==> config.mk <==
export PLATFORM = sky130hd
export DESIGN_NAME = rssi_beacon_battery_monitor
export DESIGN_NICKNAME = d
export VERILOG_FILES = /design/src/hdl/rbbm_pkg.sv /design/src/hdl/rssi_beacon_battery_monitor.sv
export VERILOG_INCLUDE_DIRS = /design/src /design/src/hdl
export SDC_FILE = /design/constraint.sdc
export NUM_CORES = 1
export LEC_CHECK = 0
export BUFFER_PORTS_ARGS = -buffer_cell sky130_fd_sc_hd__buf_2
export CAP_MARGIN = 20
export CORE_MARGIN = 8
export CORE_UTILIZATION = 60
export DETAILED_ROUTE_END_ITERATION = 7
export MAX_ROUTING_LAYER = met4
export PLACE_DENSITY_LB_ADDON = 0.3
export SLEW_MARGIN = 15
export SYNTH_ARGS = -nofsm -noshare
export SYNTH_HDL_FRONTEND = slang
export SYNTH_SLANG_ARGS = --single-unit
export TNS_END_PERCENT = 30
==> constraint.sdc <==
create_clock -name clk -period 12.63 [get_ports clk]
set_input_delay 0 -clock clk [delete_from_list [all_inputs] [get_ports clk]]
set_output_delay 0 -clock clk [all_outputs]
set_load 0.005 [all_outputs]
==> src/hdl/rssi_beacon_battery_monitor_macros.svh <==
// ----------------------------------------------------------------------------
// RSSI beacon and battery monitor: assertion macros
// Concurrent checks that compile away when SYNTHESIS is defined.
// ----------------------------------------------------------------------------
`ifndef RSSI_BEACON_BATTERY_MONITOR_MACROS_SVH
`define RSSI_BEACON_BATTERY_MONITOR_MACROS_SVH

`ifndef SYNTHESIS

// same-cycle implication, reset masked
`define RBBM_ASSERT_NOW(label, clk, rst_n, ante, cons) \
	label: assert property (@(posedge clk) disable iff (!rst_n) (ante) |-> (cons)) \
		else $error("rbbm check failed");

// next-cycle implication, reset masked
`define RBBM_ASSERT_NEXT(label, clk, rst_n, ante, cons) \
	label: assert property (@(posedge clk) disable iff (!rst_n) (ante) |=> (cons)) \
		else $error("rbbm check failed");

`else

`define RBBM_ASSERT_NOW(label, clk, rst_n, ante, cons)
`define RBBM_ASSERT_NEXT(label, clk, rst_n, ante, cons)

`endif

`endif

==> src/hdl/rbbm_pkg.sv <==
// ----------------------------------------------------------------------------
// RSSI beacon and battery monitor: package
// Widths, register indexes, reset values and grading thresholds.
// ----------------------------------------------------------------------------
`default_nettype none

package rbbm_pkg;

	// field widths
	localparam int RAW_W      = 10;
	localparam int PCT_W      = 7;
	localparam int TIME_W     = 32;
	localparam int HALF_W     = 16;
	localparam int BARS_W     = 3;
	localparam int CFG_IDX_W  = 3;
	localparam int CFG_DATA_W = 16;

	// divider: dividend holds 1023 * 100, divisor holds a raw code span
	localparam int DIV_W = 17;
	localparam int DEN_W = 10;

	// beacon interval (OFFSET - percent) * STEP ms, at most 103 * 50
	localparam int WAIT_W = 13;
	localparam int BEACON_OFFSET  = 103;
	localparam int BEACON_STEP_MS = 50;
	localparam int PCT_FULL       = 100;

	// averaging
	localparam int SAMPLES_PER_AVERAGE_DEF = 10;
	localparam int RAW_MAX = 1023;

	// register indexes
	localparam logic [CFG_IDX_W-1:0] REG_RSSI_MIN     = 3'd0;
	localparam logic [CFG_IDX_W-1:0] REG_RSSI_MAX     = 3'd1;
	localparam logic [CFG_IDX_W-1:0] REG_BEACON_EN    = 3'd2;
	localparam logic [CFG_IDX_W-1:0] REG_ALARM_HALF   = 3'd3;
	localparam logic [CFG_IDX_W-1:0] REG_SAMPLE_INTVL = 3'd4;

	// register reset values
	localparam logic [RAW_W-1:0]  RSSI_MIN_RST     = 10'd0;
	localparam logic [RAW_W-1:0]  RSSI_MAX_RST     = 10'd1023;
	localparam logic [HALF_W-1:0] ALARM_HALF_RST   = 16'd500;
	localparam logic [HALF_W-1:0] SAMPLE_INTVL_RST = 16'd100;

	// battery grading thresholds (10-bit codes of 5.25 V full scale)
	localparam logic [RAW_W-1:0] BATT_TOP   = 10'd828;
	localparam logic [RAW_W-1:0] BATT_BAR4  = 10'd780;
	localparam logic [RAW_W-1:0] BATT_BAR3  = 10'd741;
	localparam logic [RAW_W-1:0] BATT_BAR2  = 10'd702;
	localparam logic [RAW_W-1:0] BATT_BAR1  = 10'd663;
	localparam logic [RAW_W-1:0] BATT_ALARM = 10'd652;

endpackage

`default_nettype wire

==> src/hdl/rssi_beacon_battery_monitor.sv <==
// ----------------------------------------------------------------------------
// RSSI beacon and battery monitor
// Takes one update (timestamp, RSSI code, battery code) at a time and returns
// one status word per update: RSSI percent, ten-sample battery average, bars,
// alarm and beacon pin levels. The RSSI percent runs through one restoring
// divider (one 11-bit compare/subtract per cycle, 17 steps), and the beacon,
// sample and alarm intervals share one 32-bit elapsed-time compare under a
// small sequencer. The ten-sample average is a reciprocal multiply in its own
// state. A result follows the divider steps and the beacon, sample, grade and
// output states, plus the average state when the update completes a battery
// average. The next update is taken in the same cycle as that result at the
// earliest. The input is stalled while the sequencer is busy. A new update
// may be taken while the previous result still waits on the output. With
// two results waiting, the second holds the block and the input stays stalled.
// ----------------------------------------------------------------------------
`default_nettype none
`include "rssi_beacon_battery_monitor_macros.svh"

module rssi_beacon_battery_monitor #(
	parameter int SAMPLES_PER_AVERAGE = rbbm_pkg::SAMPLES_PER_AVERAGE_DEF
) (
	input  wire logic                             clk,
	input  wire logic                             arst_n,
	// configuration writes
	input  wire logic                             cfg_wr_en,
	input  wire logic [rbbm_pkg::CFG_IDX_W-1:0]   cfg_index,
	input  wire logic [rbbm_pkg::CFG_DATA_W-1:0]  cfg_wdata,
	// update channel
	input  wire logic                             in_valid,
	output logic                                  in_stall,
	input  wire logic [rbbm_pkg::TIME_W-1:0]      now_ms,
	input  wire logic [rbbm_pkg::RAW_W-1:0]       rssi_raw,
	input  wire logic [rbbm_pkg::RAW_W-1:0]       battery_raw,
	// status channel
	output logic                                  out_valid,
	input  wire logic                             out_stall,
	output logic [rbbm_pkg::PCT_W-1:0]            rssi_percent,
	output logic [rbbm_pkg::RAW_W-1:0]            battery_average,
	output logic [rbbm_pkg::BARS_W-1:0]           battery_bars,
	output logic                                  alarm_active,
	output logic                                  low_battery_shown,
	output logic                                  alarm_out,
	output logic                                  beacon_led,
	output logic                                  buzzer_level
);

	localparam int RAW_W  = rbbm_pkg::RAW_W;
	localparam int PCT_W  = rbbm_pkg::PCT_W;
	localparam int TIME_W = rbbm_pkg::TIME_W;
	localparam int HALF_W = rbbm_pkg::HALF_W;
	localparam int BARS_W = rbbm_pkg::BARS_W;
	localparam int DIV_W  = rbbm_pkg::DIV_W;
	localparam int DEN_W  = rbbm_pkg::DEN_W;
	localparam int WAIT_W = rbbm_pkg::WAIT_W;
	localparam int DCNT_W = $clog2(DIV_W);
	localparam int CNT_W  = $clog2(SAMPLES_PER_AVERAGE + 1);
	localparam int SUM_W  = $clog2(SAMPLES_PER_AVERAGE * rbbm_pkg::RAW_MAX + 1);

	// average by reciprocal: exact for any sum up to 16 * 1023
	localparam int AVG_SHIFT = 18;
	localparam int RECIP_W   = AVG_SHIFT + 1;
	localparam int PROD_W    = SUM_W + RECIP_W;
	localparam logic [RECIP_W-1:0] AVG_RECIP =
		RECIP_W'((2 ** AVG_SHIFT + SAMPLES_PER_AVERAGE - 1) / SAMPLES_PER_AVERAGE);

	// sequencer states
	localparam logic [2:0] ST_IDLE   = 3'd0;
	localparam logic [2:0] ST_PDIV   = 3'd1;
	localparam logic [2:0] ST_BEACON = 3'd2;
	localparam logic [2:0] ST_SAMPLE = 3'd3;
	localparam logic [2:0] ST_ADIV   = 3'd4;
	localparam logic [2:0] ST_GRADE  = 3'd5;
	localparam logic [2:0] ST_OUT    = 3'd6;

	logic [2:0] state_q;

	// configuration registers
	logic [RAW_W-1:0]  rssi_min_q;
	logic [RAW_W-1:0]  rssi_max_q;
	logic              beacon_en_q;
	logic [HALF_W-1:0] alarm_half_q;
	logic [HALF_W-1:0] sample_intvl_q;

	// latched update
	logic [TIME_W-1:0] now_q;
	logic [RAW_W-1:0]  batt_q;
	logic              pct_zero_q;

	// persistent state
	logic [TIME_W-1:0] beacon_last_q;
	logic [TIME_W-1:0] alarm_last_q;
	logic [TIME_W-1:0] sample_last_q;
	logic [CNT_W-1:0]  sample_count_q;
	logic [SUM_W-1:0]  sample_sum_q;
	logic [RAW_W-1:0]  average_q;
	logic              alarm_flag_q;
	logic              alarm_level_q;
	logic              led_q;
	logic              buzz_q;

	// per-update results
	logic [PCT_W-1:0]  pct_q;
	logic [BARS_W-1:0] bars_q;
	logic              shown_q;

	// shared divider
	logic [DIV_W-1:0]  div_num_q;
	logic [DEN_W-1:0]  div_den_q;
	logic [DEN_W-1:0]  div_rem_q;
	logic [DCNT_W-1:0] div_cnt_q;

	logic [DEN_W:0]    div_trial;
	logic [DEN_W:0]    div_diff;
	logic              div_ge;
	logic [DEN_W-1:0]  div_rem_nxt;
	logic [DIV_W-1:0]  div_num_nxt;

	// average multiply
	logic [PROD_W-1:0] avg_prod;
	logic [RAW_W-1:0]  avg_nxt;

	// output register
	logic out_valid_q;
	logic out_free;

	// update setup
	logic [RAW_W:0]    rssi_diff;
	logic [RAW_W:0]    rssi_span;
	logic [RAW_W:0]    diff_abs;
	logic [RAW_W:0]    span_abs;
	logic [DIV_W-1:0]  pct_num;
	logic              pct_zero;
	logic              in_xfer;

	// percent from quotient
	logic [PCT_W-1:0]  pct_final;

	// shared elapsed-time compare
	logic [TIME_W-1:0] last_sel;
	logic [TIME_W-1:0] limit_sel;
	logic [TIME_W-1:0] elapsed;
	logic              interval_hit;
	logic [PCT_W-1:0]  wait_base;
	logic [WAIT_W-1:0] beacon_wait;

	// sampling
	logic [CNT_W-1:0]  count_nxt;
	logic [SUM_W-1:0]  sum_nxt;

	// grading
	logic              flag_nxt;
	logic [BARS_W-1:0] bars_nxt;

	assign in_stall = (state_q != ST_IDLE);
	assign in_xfer  = in_valid && !in_stall;
	assign out_free = !out_valid_q || !out_stall;
	assign out_valid = out_valid_q;

	// signed span and offset of the RSSI code, magnitudes for the divider
	always_comb begin
		rssi_diff = {1'b0, rssi_raw} - {1'b0, rssi_min_q};
		rssi_span = {1'b0, rssi_max_q} - {1'b0, rssi_min_q};
		diff_abs  = rssi_diff[RAW_W] ? (~rssi_diff + 1'b1) : rssi_diff;
		span_abs  = rssi_span[RAW_W] ? (~rssi_span + 1'b1) : rssi_span;
		pct_num   = DIV_W'(diff_abs[RAW_W-1:0]) * DIV_W'(rbbm_pkg::PCT_FULL);
		// zero span, or a negative quotient, clamps to zero
		pct_zero  = (rssi_span == '0) || (rssi_diff[RAW_W] != rssi_span[RAW_W]);
	end

	// one restoring division step
	always_comb begin
		div_trial   = {div_rem_q, div_num_q[DIV_W-1]};
		div_ge      = (div_trial >= {1'b0, div_den_q});
		div_diff    = div_trial - {1'b0, div_den_q};
		div_rem_nxt = div_ge ? div_diff[DEN_W-1:0] : div_trial[DEN_W-1:0];
		div_num_nxt = {div_num_q[DIV_W-2:0], div_ge};
	end

	// sample sum times the reciprocal of the sample count
	always_comb begin
		avg_prod = PROD_W'(div_num_q[SUM_W-1:0]) * PROD_W'(AVG_RECIP);
		avg_nxt  = avg_prod[AVG_SHIFT +: RAW_W];
	end

	// clamp quotient to 0..100
	always_comb begin
		if (pct_zero_q) begin
			pct_final = '0;
		end else if (div_num_nxt > DIV_W'(rbbm_pkg::PCT_FULL)) begin
			pct_final = PCT_W'(rbbm_pkg::PCT_FULL);
		end else begin
			pct_final = div_num_nxt[PCT_W-1:0];
		end
	end

	// elapsed time against the interval of the current step
	always_comb begin
		wait_base   = PCT_W'(rbbm_pkg::BEACON_OFFSET) - pct_q;
		beacon_wait = WAIT_W'(wait_base) * WAIT_W'(rbbm_pkg::BEACON_STEP_MS);
		case (state_q)
			ST_BEACON: begin
				last_sel  = beacon_last_q;
				limit_sel = TIME_W'(beacon_wait);
			end
			ST_SAMPLE: begin
				last_sel  = sample_last_q;
				limit_sel = TIME_W'(sample_intvl_q);
			end
			default: begin
				last_sel  = alarm_last_q;
				limit_sel = TIME_W'(alarm_half_q);
			end
		endcase
		elapsed      = now_q - last_sel;
		interval_hit = (elapsed >= limit_sel);
	end

	// sample accumulation
	always_comb begin
		count_nxt = sample_count_q + CNT_W'(interval_hit);
		sum_nxt   = sample_sum_q + (interval_hit ? SUM_W'(batt_q) : '0);
	end

	// bars and alarm from the average code
	always_comb begin
		flag_nxt = 1'b0;
		bars_nxt = '0;
		if (average_q > rbbm_pkg::BATT_TOP) begin
			bars_nxt = '0;
		end else if (average_q >= rbbm_pkg::BATT_BAR4) begin
			bars_nxt = BARS_W'(4);
		end else if (average_q >= rbbm_pkg::BATT_BAR3) begin
			bars_nxt = BARS_W'(3);
		end else if (average_q >= rbbm_pkg::BATT_BAR2) begin
			bars_nxt = BARS_W'(2);
		end else if (average_q >= rbbm_pkg::BATT_BAR1) begin
			bars_nxt = BARS_W'(1);
		end else if (average_q <= rbbm_pkg::BATT_ALARM) begin
			flag_nxt = 1'b1;
		end
	end

	// configuration writes
	always_ff @(posedge clk or negedge arst_n) begin
		if (!arst_n) begin
			rssi_min_q     <= rbbm_pkg::RSSI_MIN_RST;
			rssi_max_q     <= rbbm_pkg::RSSI_MAX_RST;
			beacon_en_q    <= 1'b0;
			alarm_half_q   <= rbbm_pkg::ALARM_HALF_RST;
			sample_intvl_q <= rbbm_pkg::SAMPLE_INTVL_RST;
		end else if (cfg_wr_en) begin
			case (cfg_index)
				rbbm_pkg::REG_RSSI_MIN:     rssi_min_q     <= cfg_wdata[RAW_W-1:0];
				rbbm_pkg::REG_RSSI_MAX:     rssi_max_q     <= cfg_wdata[RAW_W-1:0];
				rbbm_pkg::REG_BEACON_EN:    beacon_en_q    <= cfg_wdata[0];
				rbbm_pkg::REG_ALARM_HALF:   alarm_half_q   <= cfg_wdata[HALF_W-1:0];
				rbbm_pkg::REG_SAMPLE_INTVL: sample_intvl_q <= cfg_wdata[HALF_W-1:0];
				default: ;
			endcase
		end
	end

	// sequencer and persistent state
	always_ff @(posedge clk or negedge arst_n) begin
		if (!arst_n) begin
			state_q        <= ST_IDLE;
			beacon_last_q  <= '0;
			alarm_last_q   <= '0;
			sample_last_q  <= '0;
			sample_count_q <= '0;
			sample_sum_q   <= '0;
			average_q      <= '0;
			alarm_flag_q   <= 1'b0;
			alarm_level_q  <= 1'b0;
			led_q          <= 1'b0;
			buzz_q         <= 1'b0;
			div_cnt_q      <= '0;
		end else begin
			case (state_q)
				ST_IDLE: begin
					if (in_xfer) begin
						div_cnt_q <= DCNT_W'(DIV_W - 1);
						state_q   <= ST_PDIV;
					end
				end
				ST_PDIV: begin
					div_cnt_q <= div_cnt_q - 1'b1;
					if (div_cnt_q == '0) begin
						state_q <= ST_BEACON;
					end
				end
				ST_BEACON: begin
					// beacon sees the alarm flag of the previous update
					if (beacon_en_q) begin
						if (interval_hit) begin
							beacon_last_q <= now_q;
							led_q         <= 1'b1;
							if (!alarm_flag_q) begin
								buzz_q <= 1'b0;
							end
						end else begin
							led_q <= 1'b0;
							if (!alarm_flag_q) begin
								buzz_q <= 1'b1;
							end
						end
					end
					state_q <= ST_SAMPLE;
				end
				ST_SAMPLE: begin
					if (interval_hit) begin
						sample_last_q <= now_q;
					end
					if (count_nxt >= CNT_W'(SAMPLES_PER_AVERAGE)) begin
						sample_count_q <= '0;
						sample_sum_q   <= '0;
						state_q        <= ST_ADIV;
					end else begin
						sample_count_q <= count_nxt;
						sample_sum_q   <= sum_nxt;
						state_q        <= ST_GRADE;
					end
				end
				ST_ADIV: begin
					average_q <= avg_nxt;
					state_q   <= ST_GRADE;
				end
				ST_GRADE: begin
					alarm_flag_q <= flag_nxt;
					if (flag_nxt && interval_hit) begin
						alarm_last_q  <= now_q;
						alarm_level_q <= !alarm_level_q;
					end
					state_q <= ST_OUT;
				end
				ST_OUT: begin
					if (out_free) begin
						state_q <= ST_IDLE;
					end
				end
				default: state_q <= ST_IDLE;
			endcase
		end
	end

	// divider datapath and per-update payload
	always_ff @(posedge clk) begin
		case (state_q)
			ST_IDLE: begin
				if (in_xfer) begin
					now_q      <= now_ms;
					batt_q     <= battery_raw;
					pct_zero_q <= pct_zero;
					div_num_q  <= pct_num;
					div_den_q  <= span_abs[DEN_W-1:0];
					div_rem_q  <= '0;
				end
			end
			ST_PDIV: begin
				div_num_q <= div_num_nxt;
				div_rem_q <= div_rem_nxt;
				if (div_cnt_q == '0) begin
					pct_q <= pct_final;
				end
			end
			ST_SAMPLE: begin
				// sum held for the average multiply
				div_num_q <= DIV_W'(sum_nxt);
			end
			ST_GRADE: begin
				bars_q  <= bars_nxt;
				shown_q <= flag_nxt && alarm_level_q;
			end
			default: ;
		endcase
	end

	// output valid
	always_ff @(posedge clk or negedge arst_n) begin
		if (!arst_n) begin
			out_valid_q <= 1'b0;
		end else if (state_q == ST_OUT && out_free) begin
			out_valid_q <= 1'b1;
		end else if (!out_stall) begin
			out_valid_q <= 1'b0;
		end
	end

	// output payload, loaded on the finishing transfer
	always_ff @(posedge clk) begin
		if (state_q == ST_OUT && out_free) begin
			rssi_percent      <= pct_q;
			battery_average   <= average_q;
			battery_bars      <= bars_q;
			alarm_active      <= alarm_flag_q;
			low_battery_shown <= shown_q;
			alarm_out         <= alarm_level_q;
			beacon_led        <= led_q;
			buzzer_level      <= buzz_q;
		end
	end

	// checks
	`RBBM_ASSERT_NOW(a_pct_range, clk, arst_n, out_valid, rssi_percent <= PCT_W'(rbbm_pkg::PCT_FULL))
	`RBBM_ASSERT_NOW(a_bars_no_alarm, clk, arst_n, out_valid && battery_bars != '0, !alarm_active)
	`RBBM_ASSERT_NOW(a_shown_needs_alarm, clk, arst_n, out_valid && low_battery_shown, alarm_active)
	`RBBM_ASSERT_NOW(a_count_bound, clk, arst_n, 1'b1, sample_count_q < CNT_W'(SAMPLES_PER_AVERAGE))
	`RBBM_ASSERT_NEXT(a_result_lands, clk, arst_n, state_q == ST_OUT && out_free, out_valid && state_q == ST_IDLE)

endmodule

`default_nettype wire
* Yosys cells after proc, flatten, opt, wreduce, memory -nomap -nowiden
Cells that the tools add are included.
** Word-level totals
- Bits of input ports :: 76
- Bits in registers :: 306
- Output and inout bits :: 27
- Word-level logic and storage cells :: 148
** Cells by class
- Equality and inequality tests :: 15
- Bitwise gates (word level) :: 3
- $lt $le $gt $ge :: 10
- Add/subtract/negate cells :: 10
- Mux-type cells :: 36
- $mul :: 3
- Reduce and logical (&&, ||, !) cells :: 34
** Operators with widths (count)
- 32-bit case mux with 2 select lines :: 1
- 17-bit case mux with 3 select lines :: 1
- 10-bit 2-to-1 mux :: 5
- 10-bit greater-or-equal comparator (second input constant) :: 4
- 32-bit greater-or-equal comparator :: 1
- 16-bit case mux with 2 select lines :: 1
- 32-bit subtractor :: 1
- 14-bit by 15-bit multiplier with 28-bit output (second input constant) :: 1
- 2-bit AND reduction :: 12
- 10-bit by 10-bit subtractor with 11-bit output :: 2
- 3-bit case mux with 7 select lines :: 1
- 10-bit by 1-bit adder with 10-bit output (second input constant) :: 2
- 10-bit NOT :: 2
- 10-bit case mux with 2 select lines :: 1
- 17-bit by 7-bit > comparator with 1-bit output (second input constant) :: 1
- 17-bit 2-to-1 mux :: 1
- 10-bit by 5-bit multiplier with 15-bit output (second input constant) :: 1
- 14-bit by 10-bit adder with 14-bit output :: 1
- 1-bit 2-to-1 mux :: 14
- 14-bit 2-to-1 mux :: 1
- 3-bit by 2-bit equality test with 1-bit output (second input constant) :: 4
- 3-bit equality test (second input constant) :: 4
- 7-bit by 5-bit multiplier with 12-bit output (second input constant) :: 1
- 3-bit 2-to-1 mux :: 4
- 28 further kinds :: 44

* Longest topological paths before layout
Gate-level depths: netlist of the first run.
- Depth after elaboration :: 9
- Gate-level depth with buffers :: 40
- Depth with buffers taken out :: 39

* Worst setup path before layout of the first run
Ideal clock, no wire load.
- Kind :: register to register
- From :: register state_q[0]
- To :: register div_num_q[12] (data pin)
- Cell stages (with the launch flop) :: 38
- Setup slack :: 5.283 ns
- Setup time :: 0.269 ns
- Data arrival time :: 7.079 ns
- Clock period less this slack :: 7.347 ns
- Path through :: dfrtp_1 clkbuf_1 clkbuf_1 buf_1 mux2i_1 nor2_1 a21oi_1 ha_1 buf_2 and3_1 and3_1 a21oi_1 a21o_1 xnor2_1 ha_1 a21oi_1 nor2b_1 o21ai_0 (+2 left out) nor4_1 and3_1 o2111a_1 buf_4 nand3_1 clkbuf_1 and2_1 ha_1 nor2b_1 o21ai_0 a21boi_0 o21ai_0 a21boi_0 o21ai_0 a21oi_1 o311ai_0 xor2_1 o21ai_0
** Between the ends
- Word-level cells in the longest chain between the ends :: 7
** Ends and longest elaborated chain
- from (decl) :: line rssi_beacon_battery_monitor.sv:75 : logic [2:0] state_q;
- from (signal assigned) :: line rssi_beacon_battery_monitor.sv:266 : state_q <= ST_IDLE;
- from (signal assigned) :: line rssi_beacon_battery_monitor.sv:283 : state_q <= ST_PDIV;
- from (signal assigned) :: line rssi_beacon_battery_monitor.sv:289 : state_q <= ST_BEACON;
- 3-bit by 2-bit equality test with 1-bit output (on tied branches) :: line rssi_beacon_battery_monitor.sv:200, rssi_beacon_battery_monitor.sv:348
- 32-bit case mux with 2 select lines :: line rssi_beacon_battery_monitor.sv:200 : case (state_q)
- 32-bit subtractor :: line rssi_beacon_battery_monitor.sv:214 : elapsed = now_q - last_sel;
- 32-bit greater-or-equal comparator :: line rssi_beacon_battery_monitor.sv:215 : interval_hit = (elapsed >= limit_sel);
- 10-bit 2-to-1 mux :: line rssi_beacon_battery_monitor.sv:221 : sum_nxt = sample_sum_q + (interval_hit ? SUM_W'(batt_q) : '0);
- 14-bit by 10-bit adder with 14-bit output :: line rssi_beacon_battery_monitor.sv:221
- 17-bit case mux with 3 select lines (*) :: line rssi_beacon_battery_monitor.sv:348 : case (state_q)
- to (signal assigned) :: line rssi_beacon_battery_monitor.sv:354 : div_num_q <= pct_num;
- to (signal assigned) :: line rssi_beacon_battery_monitor.sv:360 : div_num_q <= div_num_nxt;
- to (signal assigned) :: line rssi_beacon_battery_monitor.sv:368 : div_num_q <= DIV_W'(sum_nxt);
- to (decl) :: line rssi_beacon_battery_monitor.sv:107 : logic [DIV_W-1:0] div_num_q;
Mark *: on every way between the ends. The rest lies on a longest branch, timed or not.
A chain may end at the register's enable or synchronous reset.

* Final worst setup path of the first run
Ends and elaborated chain as after synthesis.

==> results.json, run 1 <==
{
  "status": "finished, final reports clean",
  "min_period_ps": 8732,
  "grt_pass1_wl_um": 89710,
  "cts_tree": "done",
  "path_class": "reg -> reg",
  "core_um2": 37310,
  "grt_usage_pct": 25.87,
  "fin_ws_ps": 3898,
  "fin_worst_hold_slack_ps": 36.75,
  "clk_pin_slew_ps": 60,
  "crit_top_cell": "o21ai_0",
  "fin_nets": 2730,
  "nFillCells": 2758,
  "synth_enable_flop_cells": 116,
  "maxSlewViolCount": 0,
  "avgSynthCellArea_um2": 10.32,
  "num_io_pins": 103,
  "hold_path.class": "in -> reg",
  "area_growth_pct": 12.05,
  "ys_top_cells_by_area": "dfrtp_1 (19%), edfxtp_1 (15%), ha_1 (14%)",
  "syn_inst": 2184,
  "syn_area_um2": 22550,
  "worst-path-max-fanout": 44,
  "cts.sinks": 306,
  "antenna_cells": 0,
  "worstPathRequired_ps": 12900,
  "overflow": 0,
  "die_h_um": 209.8,
  "wirelength_um": 55070,
  "htreeDepth": 2,
  "grt_max_degree": 74,
  "slew_headroom_pct": 32.04,
  "syn-num-nets": 2591,
  "cap_violations": 0,
  "vias": 16830,
  "synth_top_area_cell": "dfrtp_1",
  "gp_congestion": 0.9420,
  "timing.final.crit_share_pct": 69.13,
  "clockBufferDepth": 3,
  "final_layout_size_suffix_gt1_share_pct": 14.22,
  "tightest_slew_ps": 1019,
  "first_pass_iters": 5,
  "fin_setup_tns_ps": 0,
  "synthFlopType": "dfrtp_1",
  "cp-end-kind": "flip-flop",
  "cp_slowest_stage_delay_ps": 1030,
  "grt_pass1_vias": 17560,
  "rsz0062_at_grt": "no",
  "insertion_delay_ps": 540,
  "yosys_warnings": 0,
  "ant_nets": 0,
  "antenna_found_initial": 1,
  "io_buffers": 102,
  "drc": 0,
  "place_area_um2": 23420,
  "die_w_um": 209.8,
  "crit_slowest_cell": "dfrtp_2",
  "dpl_worst_slack_ps": 4032,
  "ys_async_sr_fraction_pct": 62.09,
  "max_freq_ghz": 0.1145,
  "cts_root_buffer": "clkbuf_16",
  "ys_types": 87,
  "synth_top_area_share_pct": 18.98,
  "avgViaCountPerCell": 5.960,
  "ys_seq_elements": 306,
  "die_area_um2": 44030,
  "drt_iter0_drc": 957,
  "skew_ps": 16.61,
  "ys_seq_area_share_pct": 36.64,
  "cp.arrival_ps": 9010,
  "setup_viol": 0,
  "routedWlPerCell_um": 19.51,
  "cts_made_buffers": 37,
  "hpwl_um": 40490,
  "rows": 71,
  "start_util_pct": 60.43,
  "hold_violations": 0,
  "cp-start-kind": "flip-flop",
  "fin_area_um2": 25260
}
[state kept, by name, indices dropped and copies added (netlist names), 7 cells and up]
signal,cells
alarm_half_q,16
alarm_last_q,32
average_q,10
batt_q,10
battery_average,10
beacon_last_q,32
div_den_q,10
div_num_q,17
div_rem_q,10
now_q,32
pct_q,7
rssi_max_q,10
rssi_min_q,10
rssi_percent,7
sample_intvl_q,16
sample_last_q,32
sample_sum_q,14
[cell families (layout without fill, tap and decap cells)]
kind of cell	after synthesis	after routing	synth area share, %
flip-flops	306	306	36.64
XOR/XNOR	107	107	4.157
multiplexers	149	149	8.197
buffers and inverters	262	427	4.695
AND/OR/NAND/NOR	541	541	11.68
AO/OA/AOI/OAI	488	488	13.90
adder cells (fa/ha/maj)	331	331	20.73
[repair_timing]
action,CTS,global route
hold buffers,66,0
setup buffers,0,0
resized for setup,0,0
endpoints found under the hold margin,149,0
[cell usage after synthesis (7+ instances only)]
cell and instances:
nand3_1 38, a21o_1 28, nor2b_1 22, nand2b_1 16, xor2_1 31, and2_1 56, o211ai_1 18, xnor2_1 76
dfrtp_1 171, nand2_1 188, or3_1 10, a32oi_1 33, mux2_2 53, o31ai_1 13, mux2i_1 38, clkbuf_1 55
buf_2 12, nor2_1 107, o21ai_1 7, mux2_4 58, fa_1 71, dfstp_2 19, ha_1 260, inv_1 177
a21boi_0 7, o21ai_0 145, and3_1 16, o21a_1 19, nand4_1 18, edfxtp_1 116, a21oi_1 133, o21bai_1 11
nor3_1 28
[cells in the final DEF, fill, tap and decap left out, types with 18 or more instances in the layout]
cell,instances
inv_1,176
dlygate4sd3_1,66
dfrtp_1,170
o211ai_1,18
a21oi_1,132
xor2_1,31
nor2b_1,22
a32oi_1,33
clkbuf_16,39
nand2_1,187
edfxtp_1,116
xnor2_1,75
nor3_1,27
nor2_1,105
mux2_2,53
o21a_1,19
o21ai_0,145
mux2_4,58
and2_1,56
nand4_1,18
buf_2,101
a21o_1,28
fa_1,71
ha_1,260
nand3_1,38
dfstp_2,19
mux2i_1,38
[final timing paths]
kind | endpoint | cells past startpoint | startpoint | slack [ps]
worst max-delay path | div_num_q[12] | 35 | state_q[0] | 3900
worst min-delay path | div_cnt_q[0] | 4 | in_valid | 40
worst max register to register | div_num_q[12] | 35 | state_q[0] | 3900
worst min register to register | battery_bars[2] | 0 | bars_q[2] | 420
max in group asynchronous | average_q[8] | 4 | arst_n | 10790
min in group asynchronous | sample_sum_q[10] | 3 | arst_n | 520
[through the flow]
stage | cells | util, %
floorplan | 2184 | -
global placement | 2691 | 62.77
detailed placement | 2691 | 62.77
CTS | 2822 | 67.67
global route | 2823 | 67.71
finish | 2823 | 67.71
[cell type report]
class	count	area, µm²	share of cell area [%]
clock buffer	53	1079	4.269
timing repair buffer	185	1315	5.206
tap	474	593.1	2.348
inverter	177	664.4	2.630
multi-input combinational	1616	13260	52.49
clock inverter	12	88.84	0.3517
sequential	306	8263	32.71
[critical path, delay by kind of cell (launching register included)]
family	cells	cell delay, ps
buffers and inverters	2	640
XOR/XNOR	2	370
flip-flops	1	1030
adder cells (fa/ha/maj)	5	1240
AO/OA/AOI/OAI	16	3190
AND/OR/NAND/NOR	9	1730
multiplexers	1	230
[metal layers]
metal	share of wire, %	vias to the layer above	global-route usage (%)
li1	-	8035	-
met1	40	8238	29.56
met2	51	405	45.00
met3	4.0	147	3.490
met4	4.6	0	11.74
met5	0	-	-
Power of run 1 is left out: the tool's default activity adds up to more than one toggle a clock period on the data nets, which glitch-free logic cannot reach.
==> inputs of run 2 (changes only) <==
--- a/config.mk
+++ b/config.mk
@@ -9,7 +9,7 @@
 export BUFFER_PORTS_ARGS = -buffer_cell sky130_fd_sc_hd__buf_2
 export CAP_MARGIN = 20
 export CORE_MARGIN = 8
-export CORE_UTILIZATION = 60
+export CORE_UTILIZATION = 57
 export DETAILED_ROUTE_END_ITERATION = 7
 export MAX_ROUTING_LAYER = met4
 export PLACE_DENSITY_LB_ADDON = 0.3
==> constraint.sdc (replaced) <==
create_clock -name clk -period 7.1 [get_ports clk]
set_input_delay 0 -clock clk [delete_from_list [all_inputs] [get_ports clk]]
set_output_delay 0 -clock clk [all_outputs]
set_load 0.005 [all_outputs]
==> results.json, run 2 (synthesis gave the netlist of run 1 again) <==
{
  "status": "finished, violations left",
  "failed_checks": "hold timing",
  "io_buffers": 102,
  "hpwl_um": 40880,
  "antenna_found_initial": 2,
  "gr-usage-met2_pct": 42.95,
  "cp_slowest_stage_delay_ps": 410,
  "grt_pass1_wl_um": 90830,
  "crit_top_cell": "ha_1",
  "die_h_um": 214.9,
  "setup_viol": 0,
  "worstPathRequired_ps": 7370,
  "insertion_delay_ps": 560,
  "cts_root_buffer": "clkbuf_16",
  "grt_max_degree": 74,
  "hold_path.class": "in -> async",
  "htreeDepth": 2,
  "start_util_pct": 57.27,
  "met3_usage_pct": 3.539,
  "vias": 16920,
  "ant_nets": 0,
  "min_period_ps": 6684,
  "grt_util_met1_pct": 28.62,
  "cts_made_buffers": 37,
  "worst-path-max-fanout": 10,
  "mostFrequentLayoutCells": "ha_1 (256), nand2_1 (187), inv_1 (175)",
  "wirelength_um": 55830,
  "tightest_slew_ps": 954.0,
  "cp-end-kind": "flip-flop",
  "cts.sinks": 306,
  "final_common_cell": "ha_1",
  "nFillCells": 3028,
  "reg2regPathDepth": 37,
  "drc": 0,
  "place_inst": 2786,
  "max_freq_ghz": 0.1496,
  "final_layout_size_suffix_gt1_share_pct": 17.07,
  "skew_ps": 25.53,
  "num_io_pins": 103,
  "fin_cells": 2923,
  "rows": 73,
  "grt-busiest-layer": "met2",
  "path_class": "reg -> reg",
  "drt_iter0_drc": 1260,
  "cap_violations": 0,
  "cp-start-kind": "flip-flop",
  "die_area_um2": 46170,
  "area_growth_pct": 14.69,
  "grt_usage_pct": 24.44,
  "slew_headroom_pct": 36.40,
  "overflow": 0,
  "cp.arrival_ps": 6960,
  "avgViaCountPerCell": 5.789,
  "fin_nets": 2774,
  "clk_pin_slew_ps": 60,
  "timing.final.crit_share_pct": 94.14,
  "die_w_um": 214.9,
  "core_um2": 39370,
  "crit_slowest_cell": "edfxtp_1",
  "gp_congestion": 0.9649,
  "clockBufferDepth": 3,
  "routedWlPerCell_um": 19.10,
  "fin_worst_hold_slack_ps": -7.609,
  "cts_tree": "done",
  "maxSlewViolCount": 0,
  "grt_pass1_vias": 17640,
  "first_pass_iters": 6,
  "hold_violations": 15
}
run 2: cell count changes in the layout (fill, tap and decap cells not counted), sizes merged:
| cell | delta |
|---|---|
| bufinv | +3 |
| clkinv | +2 |
| diode | +2 |
| dlygate4sd3 | -1 |
| clkbuf | -5 |
| inv | +2 |
| buf | +45 |
| clkinvlp | +1 |
run 2: timing repair:
item / CTS / global route
endpoints found under the hold margin: 163 / 0
pin swaps: 0 / 15
endpoints found under the setup margin: 6 / 22
hold buffers: 65 / 0
resized for setup: 4 / 29
gates cloned: 0 / 0
buffers inserted: 0 / 2
run 2: critical path, delay by kind of cell, from the launching register on:
family | cells | cell delay [ps]
compound gates | 17 | 2610
fa+ha+maj | 6 | 1630
simple gates | 8 | 1020
xor+xnor | 3 | 410
flops | 1 | 410
buf+inv | 3 | 300
run 2: area by class of cell:
type	instances	area [µm²]	share of cell area (%)
multi-input cells	1616	13390	51.80
inverters	177	664.4	2.569
flip-flops and latches	306	8263	31.96
clock buffers	48	1020	3.944
diodes	2	5.005	0.01936
repair buffers	229	1635	6.324
well taps	525	656.9	2.540
clock inverters	20	220.2	0.8516
run 2: final timing paths:
kind,start,to,slack [ps]
worst max-delay path,pct_q[3],div_num_q[11],420
worst max register to register,pct_q[3],div_num_q[11],420
worst min-delay path,arst_n,average_q[9],-8
worst min register to register,bars_q[0],battery_bars[0],420
max in group asynchronous,arst_n,state_q[0],5650
min in group clk,now_ms[17],now_q[17],150
run 2: routing by layer:
layer | share of wire, % | wire [µm]
met5 | 0 | 0
met2 | 52 | 28970
met3 | 4.0 | 2243
met1 | 41 | 23150
met4 | 2.6 | 1468
run 2: per-stage QoR:
step / setup TNS (ps) / cell area (µm²) / worst slack (ps) / utilization, %
floorplan: 0 / 22550 / 42.95 / -
global placement: 0 / 23810 / 1.991 / 60.49
detailed placement: -295.6 / 23810 / -160.0 / 60.49
CTS: 0 / 25720 / 30.95 / 65.32
global route: -214.8 / 25860 / -71.14 / 65.68
finish: 0 / 25860 / 416.4 / 65.68
Power of run 2 is left out for the same reason.
==> inputs of run 3 (changes only) <==
--- a/config.mk
+++ b/config.mk
@@ -9,7 +9,8 @@
 export BUFFER_PORTS_ARGS = -buffer_cell sky130_fd_sc_hd__buf_2
 export CAP_MARGIN = 20
 export CORE_MARGIN = 8
-export CORE_UTILIZATION = 57
+export CORE_UTILIZATION = 60
+export CTS_BUF_LIST = sky130_fd_sc_hd__clkbuf_4
 export DETAILED_ROUTE_END_ITERATION = 7
 export MAX_ROUTING_LAYER = met4
 export PLACE_DENSITY_LB_ADDON = 0.3
==> constraint.sdc (replaced) <==
create_clock -name clk -period 6.25 [get_ports clk]
set_input_delay 0 -clock clk [delete_from_list [all_inputs] [get_ports clk]]
set_output_delay 0 -clock clk [all_outputs]
set_load 0.005 [all_outputs]
==> results.json, run 3 (synthesis gave the netlist of run 1 again) <==
{
  "grt_pass1_vias": 19820,
  "cp-end-kind": "flip-flop",
  "fin_util_pct": 74.28,
  "grt_max_degree": 69,
  "place_area_um2": 24630,
  "hold_path.class": "in -> reg",
  "crit_buf_inv": 3,
  "worst-path-max-fanout": 6,
  "cp_slowest_stage_delay_ps": 520,
  "grt_pass1_wl_um": 99190,
  "crit_family": "compound AO/OA/AOI/OAI gates",
  "max_freq_ghz": 0.1532,
  "die_h_um": 209.8,
  "die_area_um2": 44030,
  "drt_iter0_drc": 1170,
  "startpoint": "pct_q[3]",
  "rr_endpoint": "div_num_q[9]",
  "final_layout_size_suffix_gt1_share_pct": 25.21,
  "area_growth_pct": 22.92,
  "die_w_um": 209.8,
  "worstPathRequired_ps": 6810,
  "fin_ws_ps": -275.5,
  "regToRegSetupSlack_ps": -280,
  "clockBufferDepth": 3,
  "crit_top_cell": "ha_4",
  "slew_headroom_pct": 29.86,
  "cp-start-kind": "flip-flop",
  "final_common_cell": "ha_1",
  "antenna_found_initial": 2,
  "htreeDepth": 3,
  "core_um2": 37310,
  "io_buffers": 102,
  "min_path_cells": 5,
  "crit_end": "div_num_q[9]",
  "failed_checks": "setup timing",
  "cts_root_buffer": "clkbuf_4",
  "rsz0062_at_grt": "yes",
  "wirelength_um": 61320,
  "setup_viol": 12,
  "grt_usage_pct": 28.58,
  "path_class": "reg -> reg",
  "cp.arrival_ps": 7090,
  "insertion_delay_ps": 830,
  "hold_violations": 0,
  "crit_slowest_cell": "edfxtp_1",
  "num_io_pins": 103,
  "rows": 71,
  "critical_path_depth": 33,
  "tightest_slew_ps": 1048,
  "skew_ps": 50.71,
  "status": "finished, violations left",
  "clk_pin_slew_ps": 70,
  "min_period_ps": 6526,
  "cap_violations": 0,
  "first_pass_iters": 5,
  "cts_tree": "done",
  "mostFrequentLayoutCells": "ha_1 (238), nand2_1 (185), inv_1 (171)",
  "overflow": 0,
  "start_util_pct": 60.43,
  "fin_area_um2": 27710,
  "gp_congestion": 0.9353,
  "fin_nets": 2988,
  "cts_made_buffers": 84,
  "routedWlPerCell_um": 19.60,
  "avgViaCountPerCell": 5.909,
  "drc": 0,
  "timing.final.crit_share_pct": 104.4,
  "regToRegStartpoint": "pct_q[3]",
  "fin_worst_hold_slack_ps": 22.77,
  "hpwl_um": 42420,
  "maxSlewViolCount": 0,
  "reg2regPathDepth": 33,
  "vias": 18480,
  "cts.sinks": 306,
  "ant_nets": 0
}
-- run 3: worst min path at each step --
stage	startpoint	to	slack (ps)
final	rssi_raw[1]	div_num_q[3]	20
after global routing	cfg_wdata[2]	rssi_min_q[2]	30
after CTS	cfg_wdata[6]	rssi_max_q[6]	0.2
after detailed placement	arst_n	average_q[2]	20
after global placement	arst_n	average_q[2]	20
after floorplan	arst_n	alarm_flag_q	-300
-- run 3: layout make-up --
class,count,area [µm²]
Antenna cell,4,10.01
Clock buffer,135,1013
Clock inverter,20,156.4
Fill cell,2566,9598
Inverter,177,666.9
Multi-Input combinational cell,1616,13860
Sequential cell,306,8263
Tap cell,474,593.1
Timing Repair Buffer,396,3148
-- run 3: metrics by stage --
stage,instances,TNS [ps],setup WS [ps]
2_1_floorplan,2184,-87.51,-64.44
3_3_place_gp,2823,-1032,-203.6
3_5_place_dp,2823,-4123,-448.0
4_1_cts,3128,-2364,-280.7
5_1_grt,3126,-7717,-628.2
6_report,3128,-2083,-275.5
-- run 3: layer usage --
metal,wire length (µm),global-route usage [%],vias up
li1,-,-,8622
met1,24010,31.65,9044
met2,31520,49.38,605
met3,2926,4.788,211
met4,2867,14.73,0
met5,0,-,-
-- run 3: repair_timing --
| item | CTS | global route |
|---|---|---|
| resized for setup | 39 | 63 |
| pin swaps | 53 | 38 |
| buffers inserted | 21 | 3 |
| endpoints found under the setup margin | 21 | 31 |
| hold buffers | 129 | 0 |
| endpoints found under the hold margin | 310 | 0 |
-- run 3: worst register-to-register path, delay by kind of cell (launching register included) --
| family | cells | cell delay (ps) |
|---|---|---|
| and+or+nand+nor | 6 | 870 |
| buffers and inverters | 3 | 420 |
| adders and majority gates | 6 | 1630 |
| xor gates and xnor gates | 3 | 420 |
| DFF | 1 | 520 |
| AOI/OAI and AO/OA | 15 | 2420 |
Power of run 3 is left out for the same reason.
